[src/pett_pkg.sv]
package pett_pkg;

  localparam int TABLE_SLOTS = 16;
  localparam int MAX_RESULTS = 16;
  localparam int IDX_W       = (TABLE_SLOTS > 1) ? $clog2(TABLE_SLOTS) : 1;
  localparam int CNT_W       = $clog2(TABLE_SLOTS + 1);
  localparam int FIRE_W      = (MAX_RESULTS > 1) ? $clog2(MAX_RESULTS) : 1;

  localparam int REQ_W    = 3;
  localparam int NOW_W    = 32;
  localparam int KEY_W    = 16;
  localparam int IVL_W    = 24;
  localparam int STATUS_W = 3;
  localparam int SLOT_W   = 4;
  localparam int TIME_W   = 33;
  localparam int COUNT_W  = 5;

  typedef enum logic [REQ_W-1:0] {
    REQ_ADD_PERIODIC = 3'd0,
    REQ_ADD_ONCE     = 3'd1,
    REQ_DELETE       = 3'd2,
    REQ_RUN          = 3'd3,
    REQ_QUERY        = 3'd4
  } req_t;

  typedef enum logic [STATUS_W-1:0] {
    ST_ADDED     = 3'd0,
    ST_FULL      = 3'd1,
    ST_DELETED   = 3'd2,
    ST_FIRED     = 3'd3,
    ST_NONE_DUE  = 3'd4,
    ST_NEXT_TIME = 3'd5,
    ST_NO_TIMERS = 3'd6
  } status_t;

  typedef enum logic [1:0] {
    FSM_IDLE,
    FSM_READ,
    FSM_EXEC,
    FSM_FINAL
  } fsm_t;

  // Write request into the slot store, applied at the scan index.
  typedef struct packed {
    logic              due_we;
    logic              slot_we;
    logic [TIME_W-1:0] due;
    logic [IVL_W-1:0]  per;
    logic [KEY_W-1:0]  own;
  } store_wr_t;

endpackage

[src/periodic_event_timer_table.sv]
// Timer slot table: add, delete, run due timers, query earliest due time.
// Each request walks the slots one at a time, a store read and then an execute step
// per slot. Add and delete stop at the first hit; a run makes a due-check pass and,
// if any slot is due, a firing pass; a query with a known cache answers from the
// cache without a scan. The execute step waits while the sink stalls.
// Reset clears control, active marks, count and cache; slot data is unset.
module periodic_event_timer_table (
  input  logic        clk,
  input  logic        rst,
  // request channel
  input  logic        s_tvalid,
  output logic        s_tready,
  input  logic [71:0] s_tdata,   // now_time[31:0], owner_key[47:32], interval[71:48]
  input  logic [2:0]  s_tuser,   // req_type[2:0]
  // result channel
  output logic        m_tvalid,
  input  logic        m_tready,
  output logic [63:0] m_tdata,   // slot[3:0], fired_key[19:4], time_value[52:20],
                                 // active_count[57:53], zero fill above
  output logic [2:0]  m_tuser,   // status[2:0]
  output logic        m_tlast    // final result of the request
);

  localparam int SLOTS = pett_pkg::TABLE_SLOTS;
  localparam int IW    = pett_pkg::IDX_W;
  localparam int CW    = pett_pkg::CNT_W;
  localparam int FW    = pett_pkg::FIRE_W;
  localparam int TW    = pett_pkg::TIME_W;

  pett_pkg::fsm_t state, state_next;

  // captured request
  pett_pkg::req_t               req, req_next;
  logic [pett_pkg::NOW_W-1:0]   now_t, now_t_next;
  logic [pett_pkg::KEY_W-1:0]   key_t, key_t_next;
  logic [pett_pkg::IVL_W-1:0]   ivl_t, ivl_t_next;
  logic [TW-1:0]                add_due, add_due_next;

  // scan control
  logic [IW-1:0]    idx, idx_next;
  logic             pass2, pass2_next;
  logic [SLOTS-1:0] due_mask, due_mask_next;
  logic [FW-1:0]    fired, fired_next;

  // table state
  logic [SLOTS-1:0] active, active_next;
  logic [CW-1:0]    live, live_next;
  logic [TW-1:0]    e_due, e_due_next;
  logic             e_known, e_known_next;

  // output register
  logic                             out_valid, out_valid_next;
  pett_pkg::status_t                out_status, out_status_next;
  logic [pett_pkg::SLOT_W-1:0]      out_slot, out_slot_next;
  logic [pett_pkg::KEY_W-1:0]       out_key, out_key_next;
  logic [TW-1:0]                    out_time, out_time_next;
  logic [pett_pkg::COUNT_W-1:0]     out_count, out_count_next;
  logic                             out_last, out_last_next;

  // store interface
  pett_pkg::store_wr_t              wr;
  logic [TW-1:0]                    rd_due;
  logic [pett_pkg::IVL_W-1:0]       rd_per;
  logic [pett_pkg::KEY_W-1:0]       rd_own;

  // emit request from the sequencer
  logic                             emit;
  pett_pkg::status_t                e_status;
  logic [pett_pkg::SLOT_W-1:0]      e_slot;
  logic [pett_pkg::KEY_W-1:0]       e_key;
  logic [TW-1:0]                    e_time;
  logic                             e_last;

  logic             out_free;
  logic             last_idx;
  logic [TW-1:0]    now_ext;
  logic [SLOTS-1:0] rest_mask;

  pett_store u_store (
    .clk    (clk),
    .idx    (idx),
    .wr     (wr),
    .rd_due (rd_due),
    .rd_per (rd_per),
    .rd_own (rd_own)
  );

  // the output register frees up as soon as its transaction completes
  assign out_free = !out_valid || m_tready;
  assign last_idx = (idx == IW'(SLOTS - 1));
  assign now_ext  = {1'b0, now_t};
  assign s_tready = (state == pett_pkg::FSM_IDLE);

  always_comb begin
    state_next     = state;
    req_next       = req;
    now_t_next     = now_t;
    key_t_next     = key_t;
    ivl_t_next     = ivl_t;
    add_due_next   = add_due;
    idx_next       = idx;
    pass2_next     = pass2;
    due_mask_next  = due_mask;
    fired_next     = fired;
    active_next    = active;
    live_next      = live;
    e_due_next     = e_due;
    e_known_next   = e_known;
    wr             = '0;
    emit           = 1'b0;
    e_status       = pett_pkg::ST_ADDED;
    e_slot         = '0;
    e_key          = '0;
    e_time         = '0;
    e_last         = 1'b1;
    rest_mask      = due_mask;
    rest_mask[idx] = 1'b0;

    unique case (state)
      pett_pkg::FSM_IDLE: begin
        if (s_tvalid) begin
          req_next      = pett_pkg::req_t'(s_tuser);
          now_t_next    = s_tdata[31:0];
          key_t_next    = s_tdata[47:32];
          ivl_t_next    = s_tdata[71:48];
          add_due_next  = {1'b0, s_tdata[31:0]} + {9'b0, s_tdata[71:48]};
          idx_next      = '0;
          pass2_next    = 1'b0;
          due_mask_next = '0;
          fired_next    = '0;
          unique case (pett_pkg::req_t'(s_tuser))
            pett_pkg::REQ_ADD_PERIODIC, pett_pkg::REQ_ADD_ONCE,
            pett_pkg::REQ_DELETE, pett_pkg::REQ_RUN: begin
              state_next = pett_pkg::FSM_READ;
            end
            pett_pkg::REQ_QUERY: begin
              state_next = e_known ? pett_pkg::FSM_FINAL : pett_pkg::FSM_READ;
            end
            default: begin
              // unknown request: drop it, no result
              state_next = pett_pkg::FSM_IDLE;
            end
          endcase
        end
      end

      pett_pkg::FSM_READ: begin
        state_next = pett_pkg::FSM_EXEC;
      end

      pett_pkg::FSM_EXEC: begin
        if (out_free) begin
          unique case (req)
            pett_pkg::REQ_ADD_PERIODIC, pett_pkg::REQ_ADD_ONCE: begin
              if (!active[idx]) begin
                // take the lowest free slot
                wr.due_we        = 1'b1;
                wr.slot_we       = 1'b1;
                wr.due           = add_due;
                wr.per           = (req == pett_pkg::REQ_ADD_PERIODIC) ? ivl_t : '0;
                wr.own           = key_t;
                active_next[idx] = 1'b1;
                live_next        = live + CW'(1);
                if (!e_known || (add_due < e_due)) begin
                  e_due_next   = add_due;
                  e_known_next = 1'b1;
                end
                emit       = 1'b1;
                e_status   = pett_pkg::ST_ADDED;
                e_slot     = pett_pkg::SLOT_W'(idx);
                state_next = pett_pkg::FSM_IDLE;
              end else if (last_idx) begin
                emit       = 1'b1;
                e_status   = pett_pkg::ST_FULL;
                state_next = pett_pkg::FSM_IDLE;
              end else begin
                idx_next   = idx + IW'(1);
                state_next = pett_pkg::FSM_READ;
              end
            end

            pett_pkg::REQ_DELETE: begin
              if (active[idx] && (rd_own == key_t)) begin
                active_next[idx] = 1'b0;
                live_next        = live - CW'(1);
                emit             = 1'b1;
                e_status         = pett_pkg::ST_DELETED;
                state_next       = pett_pkg::FSM_IDLE;
              end else if (last_idx) begin
                emit       = 1'b1;
                e_status   = pett_pkg::ST_DELETED;
                state_next = pett_pkg::FSM_IDLE;
              end else begin
                idx_next   = idx + IW'(1);
                state_next = pett_pkg::FSM_READ;
              end
            end

            pett_pkg::REQ_RUN: begin
              if (!pass2) begin
                // first pass: mark due slots against the time of the request
                due_mask_next[idx] = active[idx] && (rd_due <= now_ext);
                if (last_idx) begin
                  if (due_mask_next == '0) begin
                    emit       = 1'b1;
                    e_status   = pett_pkg::ST_NONE_DUE;
                    state_next = pett_pkg::FSM_IDLE;
                  end else begin
                    idx_next   = '0;
                    pass2_next = 1'b1;
                    state_next = pett_pkg::FSM_READ;
                  end
                end else begin
                  idx_next   = idx + IW'(1);
                  state_next = pett_pkg::FSM_READ;
                end
              end else if (due_mask[idx]) begin
                // second pass: fire, then re-arm or free
                due_mask_next = rest_mask;
                e_known_next  = 1'b0;
                if (rd_per != '0) begin
                  wr.due_we = 1'b1;
                  wr.due    = now_ext + {9'b0, rd_per};
                end else begin
                  active_next[idx] = 1'b0;
                  live_next        = live - CW'(1);
                end
                emit       = 1'b1;
                e_status   = pett_pkg::ST_FIRED;
                e_slot     = pett_pkg::SLOT_W'(idx);
                e_key      = rd_own;
                e_last     = (rest_mask == '0) || (fired == FW'(pett_pkg::MAX_RESULTS - 1));
                fired_next = fired + FW'(1);
                if (e_last) begin
                  state_next = pett_pkg::FSM_IDLE;
                end else begin
                  idx_next   = idx + IW'(1);
                  state_next = pett_pkg::FSM_READ;
                end
              end else begin
                idx_next   = idx + IW'(1);
                state_next = pett_pkg::FSM_READ;
              end
            end

            pett_pkg::REQ_QUERY: begin
              // rebuild the cached minimum one slot at a time
              if (active[idx] && (!e_known || (rd_due < e_due))) begin
                e_due_next   = rd_due;
                e_known_next = 1'b1;
              end
              if (last_idx) begin
                emit       = 1'b1;
                e_status   = e_known_next ? pett_pkg::ST_NEXT_TIME
                                          : pett_pkg::ST_NO_TIMERS;
                e_time     = e_known_next ? e_due_next : '0;
                state_next = pett_pkg::FSM_IDLE;
              end else begin
                idx_next   = idx + IW'(1);
                state_next = pett_pkg::FSM_READ;
              end
            end

            default: begin
              state_next = pett_pkg::FSM_IDLE;
            end
          endcase
        end
      end

      pett_pkg::FSM_FINAL: begin
        // cache already holds the answer
        if (out_free) begin
          emit       = 1'b1;
          e_status   = pett_pkg::ST_NEXT_TIME;
          e_time     = e_due;
          state_next = pett_pkg::FSM_IDLE;
        end
      end

      default: begin
        state_next = pett_pkg::FSM_IDLE;
      end
    endcase

    // load the output register; hold it while the sink stalls
    out_valid_next  = out_valid && !m_tready;
    out_status_next = out_status;
    out_slot_next   = out_slot;
    out_key_next    = out_key;
    out_time_next   = out_time;
    out_count_next  = out_count;
    out_last_next   = out_last;
    if (emit) begin
      out_valid_next  = 1'b1;
      out_status_next = e_status;
      out_slot_next   = e_slot;
      out_key_next    = e_key;
      out_time_next   = e_time;
      out_count_next  = pett_pkg::COUNT_W'(live_next);
      out_last_next   = e_last;
    end
  end

  always_ff @(posedge clk) begin
    if (rst) begin
      state     <= pett_pkg::FSM_IDLE;
      active    <= '0;
      live      <= '0;
      e_due     <= '0;
      e_known   <= 1'b0;
      out_valid <= 1'b0;
      idx       <= '0;
      pass2     <= 1'b0;
      due_mask  <= '0;
      fired     <= '0;
    end else begin
      state     <= state_next;
      active    <= active_next;
      live      <= live_next;
      e_due     <= e_due_next;
      e_known   <= e_known_next;
      out_valid <= out_valid_next;
      idx       <= idx_next;
      pass2     <= pass2_next;
      due_mask  <= due_mask_next;
      fired     <= fired_next;
    end
  end

  always_ff @(posedge clk) begin
    req        <= req_next;
    now_t      <= now_t_next;
    key_t      <= key_t_next;
    ivl_t      <= ivl_t_next;
    add_due    <= add_due_next;
    out_status <= out_status_next;
    out_slot   <= out_slot_next;
    out_key    <= out_key_next;
    out_time   <= out_time_next;
    out_count  <= out_count_next;
    out_last   <= out_last_next;
  end

  assign m_tvalid = out_valid;
  assign m_tuser  = out_status;
  assign m_tlast  = out_last;
  assign m_tdata  = {6'b0, out_count, out_time, out_key, out_slot};

endmodule

[src/pett_store.sv]
module pett_store (
  input  logic                             clk,
  input  logic [pett_pkg::IDX_W-1:0]       idx,
  input  pett_pkg::store_wr_t              wr,
  output logic [pett_pkg::TIME_W-1:0]      rd_due,
  output logic [pett_pkg::IVL_W-1:0]       rd_per,
  output logic [pett_pkg::KEY_W-1:0]       rd_own
);

  logic [pett_pkg::TIME_W-1:0] due_mem [pett_pkg::TABLE_SLOTS];
  logic [pett_pkg::IVL_W-1:0]  per_mem [pett_pkg::TABLE_SLOTS];
  logic [pett_pkg::KEY_W-1:0]  own_mem [pett_pkg::TABLE_SLOTS];

  // one shared address: write and registered read both at the scan index
  always_ff @(posedge clk) begin
    if (wr.due_we) begin
      due_mem[idx] <= wr.due;
    end
    if (wr.slot_we) begin
      per_mem[idx] <= wr.per;
      own_mem[idx] <= wr.own;
    end
    rd_due <= due_mem[idx];
    rd_per <= per_mem[idx];
    rd_own <= own_mem[idx];
  end

endmodule

[config.mk]
export PLATFORM = sky130hd
export DESIGN_NAME = periodic_event_timer_table
export DESIGN_NICKNAME = d
export VERILOG_FILES = /design/src/pett_pkg.sv /design/src/periodic_event_timer_table.sv /design/src/pett_store.sv
export SDC_FILE = /design/constraint.sdc
export NUM_CORES = 2
export LEC_CHECK = 0
export BUFFER_PORTS_ARGS = -buffer_cell sky130_fd_sc_hd__buf_2
export CAP_MARGIN = 20
export CORE_MARGIN = 8
export CORE_UTILIZATION = 35
export DETAILED_ROUTE_END_ITERATION = 16
export GPL_ROUTABILITY_DRIVEN = 0
export GPL_TIMING_DRIVEN = 0
export PLACE_DENSITY = 0.54
export SLEW_MARGIN = 5
export SYNTH_ARGS = -nofsm -noshare
export SYNTH_HDL_FRONTEND = slang
export SYNTH_SLANG_ARGS = --single-unit
[constraint.sdc]
create_clock -name clk -period 5.6 [get_ports clk]
set_clock_uncertainty 0.05 [all_clocks]
set_input_delay 0.28 -clock clk [delete_from_list [all_inputs] [get_ports clk]]
set_output_delay 0.28 -clock clk [all_outputs]
set_load 0.01 [all_outputs]
== After elaboration in Yosys (flattened, before gate mapping) ==
Memory sizes are Yosys's and may differ from the RTL's. A register that Yosys moved wholly into a read port is not among the register bits.
Cells that the tools add are included.

* Memories kept: 3
* Bits of input ports: 79
* Bits in writable memories: 1,168
* Register bits: 253
* Output and inout bits: 70
* Logic and storage cells: 239

{| class="wikitable"
|+ Memories
! name !! words !! width !! rd ports !! clocked after Yosys merged registers in !! write ports !! line !! text
|-
| u_store.due_mem || 16 || 33 || 1 || 1 || 1 || pett_store.sv:10 || <nowiki>logic [pett_pkg::TIME_W-1:0] due_mem [pett_pkg::TABLE_SLOTS];</nowiki>
|-
| u_store.per_mem || 16 || 24 || 1 || 1 || 1 || pett_store.sv:11 || <nowiki>logic [pett_pkg::IVL_W-1:0] per_mem [pett_pkg::TABLE_SLOTS];</nowiki>
|-
| u_store.own_mem || 16 || 16 || 1 || 1 || 1 || pett_store.sv:12 || <nowiki>logic [pett_pkg::KEY_W-1:0] own_mem [pett_pkg::TABLE_SLOTS];</nowiki>
|}

* Muxes and demuxes: 133
* Order comparisons: 5
* Equality and inequality tests: 32
* Reduce and logical (&&, ||, !) cells: 35
* Add/subtract/negate cells: 6
* Bitwise operators: 4

{| class="wikitable"
|+ Operator list
! cell !! count
|-
| $mux W33 || 11
|-
| $mux W75 || 3
|-
| $pmux W33 S2 || 3
|-
| $mux W16 || 10
|-
| $mux W4 || 17
|-
| $add A32 B24 Y33 || 2
|-
| $lt A33 B33 Y1 || 2
|-
| $pmux W16 S3 || 1
|-
| $mux W1 || 41
|-
| $mux W40 || 1
|-
| $mux W5 || 7
|-
| $le A33 B32 Y1 || 1
|-
| $and A16 B16 Y16 || 2
|-
| $logic_not A16 Y1 || 2
|-
| $pmux W16 S2 || 1
|-
| $mux W2 || 12
|-
| $mux W24 || 1
|-
| $pmux W4 S2 || 3
|-
| $reduce_bool A24 Y1 || 1
|-
| $ne A2 B2 Y1 const B || 11
|-
| $mux W3 || 6
|-
| $bwmux W16 || 1
|-
| $eq A16 B16 Y1 || 1
|-
| $not A16 Y16 || 1
|-
| 43 further kinds || 74
|}

== Logic depth before layout (Yosys ltp) ==
* Depth after elaboration: 14
* Depth in mapped cells: 15

== Hierarchy ==
A second synthesis with hierarchy kept.

* Cells, all modules: 3,703
* Area total of the unflattened synthesis: 62,474.9 um^2

{| class="wikitable"
|+ Modules (own cells, without submodules)
! module !! area each (um^2) !! sequential area each (um^2) !! times used !! cells an instance
|-
| pett_store || 45,275.9 || 36,535.0 || 1 || 1,903
|-
| periodic_event_timer_table || 17,199.0 || 6,766.5 || 1 || 1,800
|}

== Least setup slack after synthesis ==
Ideal clock, no wire load.

* Path type: register to register
* Start point: register state[1]
* End point: register fired[3]
* Required time: 5.342 ns
* Library setup time: 0.208 ns
* Arrival time: 4.654 ns
* Buffers on the path: 1
* Cell stages (with the launch flop): 10
* Setup slack: 0.688 ns
* Period minus slack after synthesis: 4.912 ns
* Cell sequence: dfxtp_1 > clkbuf_1 > nor2_1 > nand2_1 > clkinv_1 > o21ai_0 > o21ai_0 > nand4_1 > xor2_1 > nor3_1

* Word-level cells in the longest chain between the ends: 3

{| class="wikitable"
|+ RTL lines
! element !! line !! text
|-
| start, declared || periodic_event_timer_table.sv:30 || <nowiki>pett_pkg::fsm_t state, state_next;</nowiki>
|-
| start signal, assigned || periodic_event_timer_table.sv:307 || <nowiki>state <= pett_pkg::FSM_IDLE;</nowiki>
|-
| start signal, assigned || periodic_event_timer_table.sv:318 || <nowiki>state <= state_next;</nowiki>
|-
| $logic_not A2 Y1 * || n/a ||
|-
| net s_tready || periodic_event_timer_table.sv:12 || <nowiki>output logic s_tready,</nowiki>
|-
| $ne A2 B2 Y1 (no source line) or $reduce_bool A2 Y1 (tied branches) || n/a ||
|-
| $reduce_and A6 Y1 (no source line) || n/a ||
|-
| end signal, assigned || periodic_event_timer_table.sv:327 || <nowiki>fired <= fired_next;</nowiki>
|-
| end, declared || periodic_event_timer_table.sv:43 || <nowiki>logic [FW-1:0] fired, fired_next;</nowiki>
|}

Mark *: on every way through the listed nets, which the timed path passes. The rest lies on a longest branch.
A chain may end at the register's enable or synchronous reset.

== Final worst setup path ==
* Start point: register idx[1]
* End point: register out_time[5] (enable)

* Word-level cells in the longest chain between the ends: 12

{| class="wikitable"
|+ RTL lines
! element !! line !! text
|-
| start, declared || periodic_event_timer_table.sv:40 || <nowiki>logic [IW-1:0] idx, idx_next;</nowiki>
|-
| start signal, assigned || periodic_event_timer_table.sv:324 || <nowiki>idx <= idx_next;</nowiki>
|-
| $lt A4 B5 Y1 (implied by the code) or $ge A4 B1 Y1 (tied branches) || periodic_event_timer_table.sv:202 || <nowiki>due_mask_next[idx] = active[idx] && (rd_due <= now_ext);</nowiki>
|-
| $logic_and A1 B1 Y1 || periodic_event_timer_table.sv:202 ||
|-
| $mux W1 (implied by the code) || periodic_event_timer_table.sv:202 ||
|-
| $demux W1 S4 || periodic_event_timer_table.sv:202 ||
|-
| $bwmux W16 || periodic_event_timer_table.sv:202 ||
|-
| $logic_not A16 Y1 || periodic_event_timer_table.sv:204 || <nowiki>if (due_mask_next == '0) begin</nowiki>
|-
| $mux W1 || periodic_event_timer_table.sv:204 ||
|-
| $mux W1 || periodic_event_timer_table.sv:203 || <nowiki>if (last_idx) begin</nowiki>
|-
| $mux W1 || periodic_event_timer_table.sv:200 || <nowiki>if (!pass2) begin</nowiki>
|-
| $pmux W1 S4 * || periodic_event_timer_table.sv:153 || <nowiki>unique case (req)</nowiki>
|-
| $mux W1 * || periodic_event_timer_table.sv:152 || <nowiki>if (out_free) begin</nowiki>
|-
| $pmux W1 S2 * || periodic_event_timer_table.sv:119 || <nowiki>unique case (state)</nowiki>
|-
| net emit || periodic_event_timer_table.sv:67 || <nowiki>logic emit;</nowiki>
|-
| end signal, assigned || periodic_event_timer_table.sv:340 || <nowiki>out_time <= out_time_next;</nowiki>
|-
| end, declared || periodic_event_timer_table.sv:56 || <nowiki>logic [TW-1:0] out_time, out_time_next;</nowiki>
|}

Mark *: on every way through the listed nets, which the timed path passes. The rest lies on a longest branch. The select of a mux whose other input is x is not followed.

==> impl_metrics.tcl <==
set metrics [dict create \
    outcome "complete, no violations" \
    timing.final.crit_share 0.963 \
    synth_cell_type_count 69 \
    min_delay_worst_endpoint "key_t[11]" \
    end_kind "register" \
    grt_max_degree 76 \
    final.setup.worst_slack_ns 0.207 \
    crit_slowest_cell "clkbuf_2" \
    drv_cap 0 \
    reg2reg_depth 13 \
    finalNetCount 4141 \
    cts_tree "yes" \
    hold-path-cell-count 2 \
    hold_class "input pin to register" \
    synth_top_area_cell "edfxtp_1" \
    track_usage 0.187 \
    hold_viol 0 \
    cp_cell_sequence "buf_4 > clkbuf_2 > buf_1 > inv_1 > ha_1 > or3b_2 > nor2_1 > o221ai_1 > nor4_2 > o211ai_1 > a31o_2 > nand2_4 > buf_16" \
    cts_buffer_depth 3 \
    whs_ns 0.124 \
    start_util 0.353 \
    grt_pass1_wl_mm 258 \
    die_h_um 435 \
    leakage_nw 25.6 \
    syn_area_sq_um 61400 \
    seq_area_frac_synth 0.705 \
    dp_slack_ns -0.392 \
    max_freq_mhz 185 \
    synthTopCellsByArea "edfxtp_1 65%, mux4_2 14%, dfxtp_1 5.1%" \
    cp.arrival_ns 5.81 \
    drtIter0Drc 3992 \
    coreArea_sq_um 174000 \
    dieArea_sq_um 189000 \
    path_class "register to register" \
    cp.required_ns 6.01 \
    async_flop_share 0 \
    final_common_cell "edfxtp_1" \
    first_global_vias 34372 \
    synth_top_area_share 0.654 \
    max_stage_delay_ns 0.68 \
    utilization 0.422 \
    layout_common_cells "1338 x edfxtp_1, 374 x mux4_2, 181 x nor2_1" \
    worst_pin_slew_ns 1.25 \
    path_clk_slew_ns 0.06 \
    ys.flop_type "edfxtp_1" \
    clock_sinks 1494 \
    antenna_found_initial 20 \
    drive_gt1_frac 0.243 \
    total_power_w 0.0243 \
    synth_edf_count 1338 \
    dp.final_hpwl_mm 125 \
    area_delta_synth_final_pct 19.5 \
    vias 34453 \
    rrSetupSlack_ns 0.21 \
    vdd_ir_drop_max_mv 0.278 \
    max-slew-margin-rel 0.159 \
    ant_nets 0 \
    worstReg2RegEnd "out_time[5]" \
    cts-root-buf "clkbuf_16" \
    pin_count 149 \
    overflow 0 \
    cp_max_fo 39 \
    viasPerCell 5.40 \
    dr.pass1.iters 5 \
    synth_cells 3415 \
    worstHoldStart "s_tdata[43]" \
    insertion_delay_ns 0.81 \
    fin_crit_ns 5.39 \
    setup.worst_path.start_class "register" \
    p_per_area_nw_per_um2 332 \
    routed_wl_mm 182 \
    slew_violations 0 \
    timing.rr.start "idx[1]" \
    die_x_um 435 \
    yosys_warnings 0 \
    cts-htree-levels 4 \
    final-setup-viol-count 0 \
    port-buffer-count 142 \
    drcViolationCount 0 \
    wire_per_inst_um 28.5 \
    cts_buffers 159 \
    ys_seq_elements 1494 \
    rsz0062_at_grt "false" \
    syn_area_per_cell_sq_um 18.0 \
    fp-row-count 153 \
]
==> worst max-delay path by stage <==
stage               startpoint                     to  slack, ns  cells past startpoint
detailed placement      idx[1]            out_time[3]      -0.39                     14
global placement        idx[1]  u_store.due_mem[7][0]      -3.62                     10
finish                  idx[1]            out_time[5]       0.21                     13
global route            idx[1]            out_time[5]        0.1                     13
floorplan             state[1]               fired[3]       0.69                      9
CTS                     idx[1]  u_store.due_mem[8][8]       0.23                     13
==> cell usage after synthesis, types with 18 or more instances <==
library cell / number
a211oi_2: 30
a21o_1: 35
a21oi_1: 123
a22o_1: 34
a31oi_1: 45
and2_1: 50
and3_1: 28
buf_1: 27
clkbuf_1: 119
dfxtp_1: 156
edfxtp_1: 1338
ha_1: 151
inv_1: 102
mux4_2: 374
nand2_1: 89
nand3_1: 50
nand4_1: 29
nor2_1: 203
nor2b_1: 18
nor3_1: 39
o21ai_0: 108
xnor2_1: 53
xor2_1: 20
==> layer usage <==
layer  share of wire  track usage  vias up
met5         0.00014            0        -
met2            0.47        0.301     1246
met3           0.062       0.0335      247
li1                -            -    14823
met4           0.028       0.0539        4
met1            0.44        0.262    18133
==> layout make-up <==
| type | count | area (sq um) |
|---|---|---|
| Antenna cell | 16 | 40.0 |
| Buffer | 165 | 699 |
| Clock buffer | 219 | 4510 |
| Clock inverter | 75 | 923 |
| Fill cell | 15353 | 101000 |
| Inverter | 103 | 417 |
| Multi-Input combinational cell | 1657 | 17200 |
| Sequential cell | 1494 | 43300 |
| Tap cell | 2325 | 2910 |
| Timing Repair Buffer | 329 | 3310 |
==> registers in the layout, indices dropped and copies added (netlist names), 16 cells and up, named ones only <==
signal,flops
add_due,33
due_mask,16
e_due,33
ivl_t,24
key_t,16
now_t,32
out_key,16
out_time,33
u_store.due_mem,528
u_store.own_mem,256
u_store.per_mem,384
u_store.rd_due,33
u_store.rd_own,16
u_store.rd_per,24
==> timing repair <==
item,in CTS,in global routing
resized for setup,1,0
buffers inserted,0,0
hold endpoints to repair,97,0
hold buffers,79,0
setup endpoints to repair,63,0
==> through the flow <==
stage | cell area (sq um) | setup TNS [ns] | cells
floorplan | 61400 | 0 | 3420
global placement | 65000 | -3294.17 | 5887
detailed placement | 66900 | -16.30 | 5980
CTS | 73100 | 0 | 6352
global route | 73300 | 0 | 6373
finish | 73400 | 0 | 6383
==> report_power, final <==
group          switching, W  total (W)  internal (W)
logic              0.000728    0.00117      0.000445
registers         0.0000883     0.0122        0.0121
clock network       0.00448     0.0109       0.00646
total               0.00530     0.0243        0.0190
==> cells by family (layout without fill, tap and decap cells) <==
family | count (synthesis) | in the layout | share of synthesized area
flops | 1494 | 1494 | 0.705
simple gates | 563 | 563 | 0.0446
compound gates | 484 | 484 | 0.0529
mux | 378 | 378 | 0.138
buf+inv | 269 | 891 | 0.0175
fa+ha+maj | 153 | 153 | 0.0314
xor+xnor | 73 | 73 | 0.0104
other cells | 1 | 22 | 0.0000611
==> worst max-delay path: cells and delay by family, from the launching register on <==
family / cells / cell delay, ns
AO/OA/AOI/OAI: 3 / 0.68
adder cells (fa/ha/maj): 1 / 0.32
AND/OR/NAND/NOR: 4 / 1.68
flip-flops: 1 / 0.33
buffers and inverters: 5 / 1.86
(Power assumes the default switching activity.)
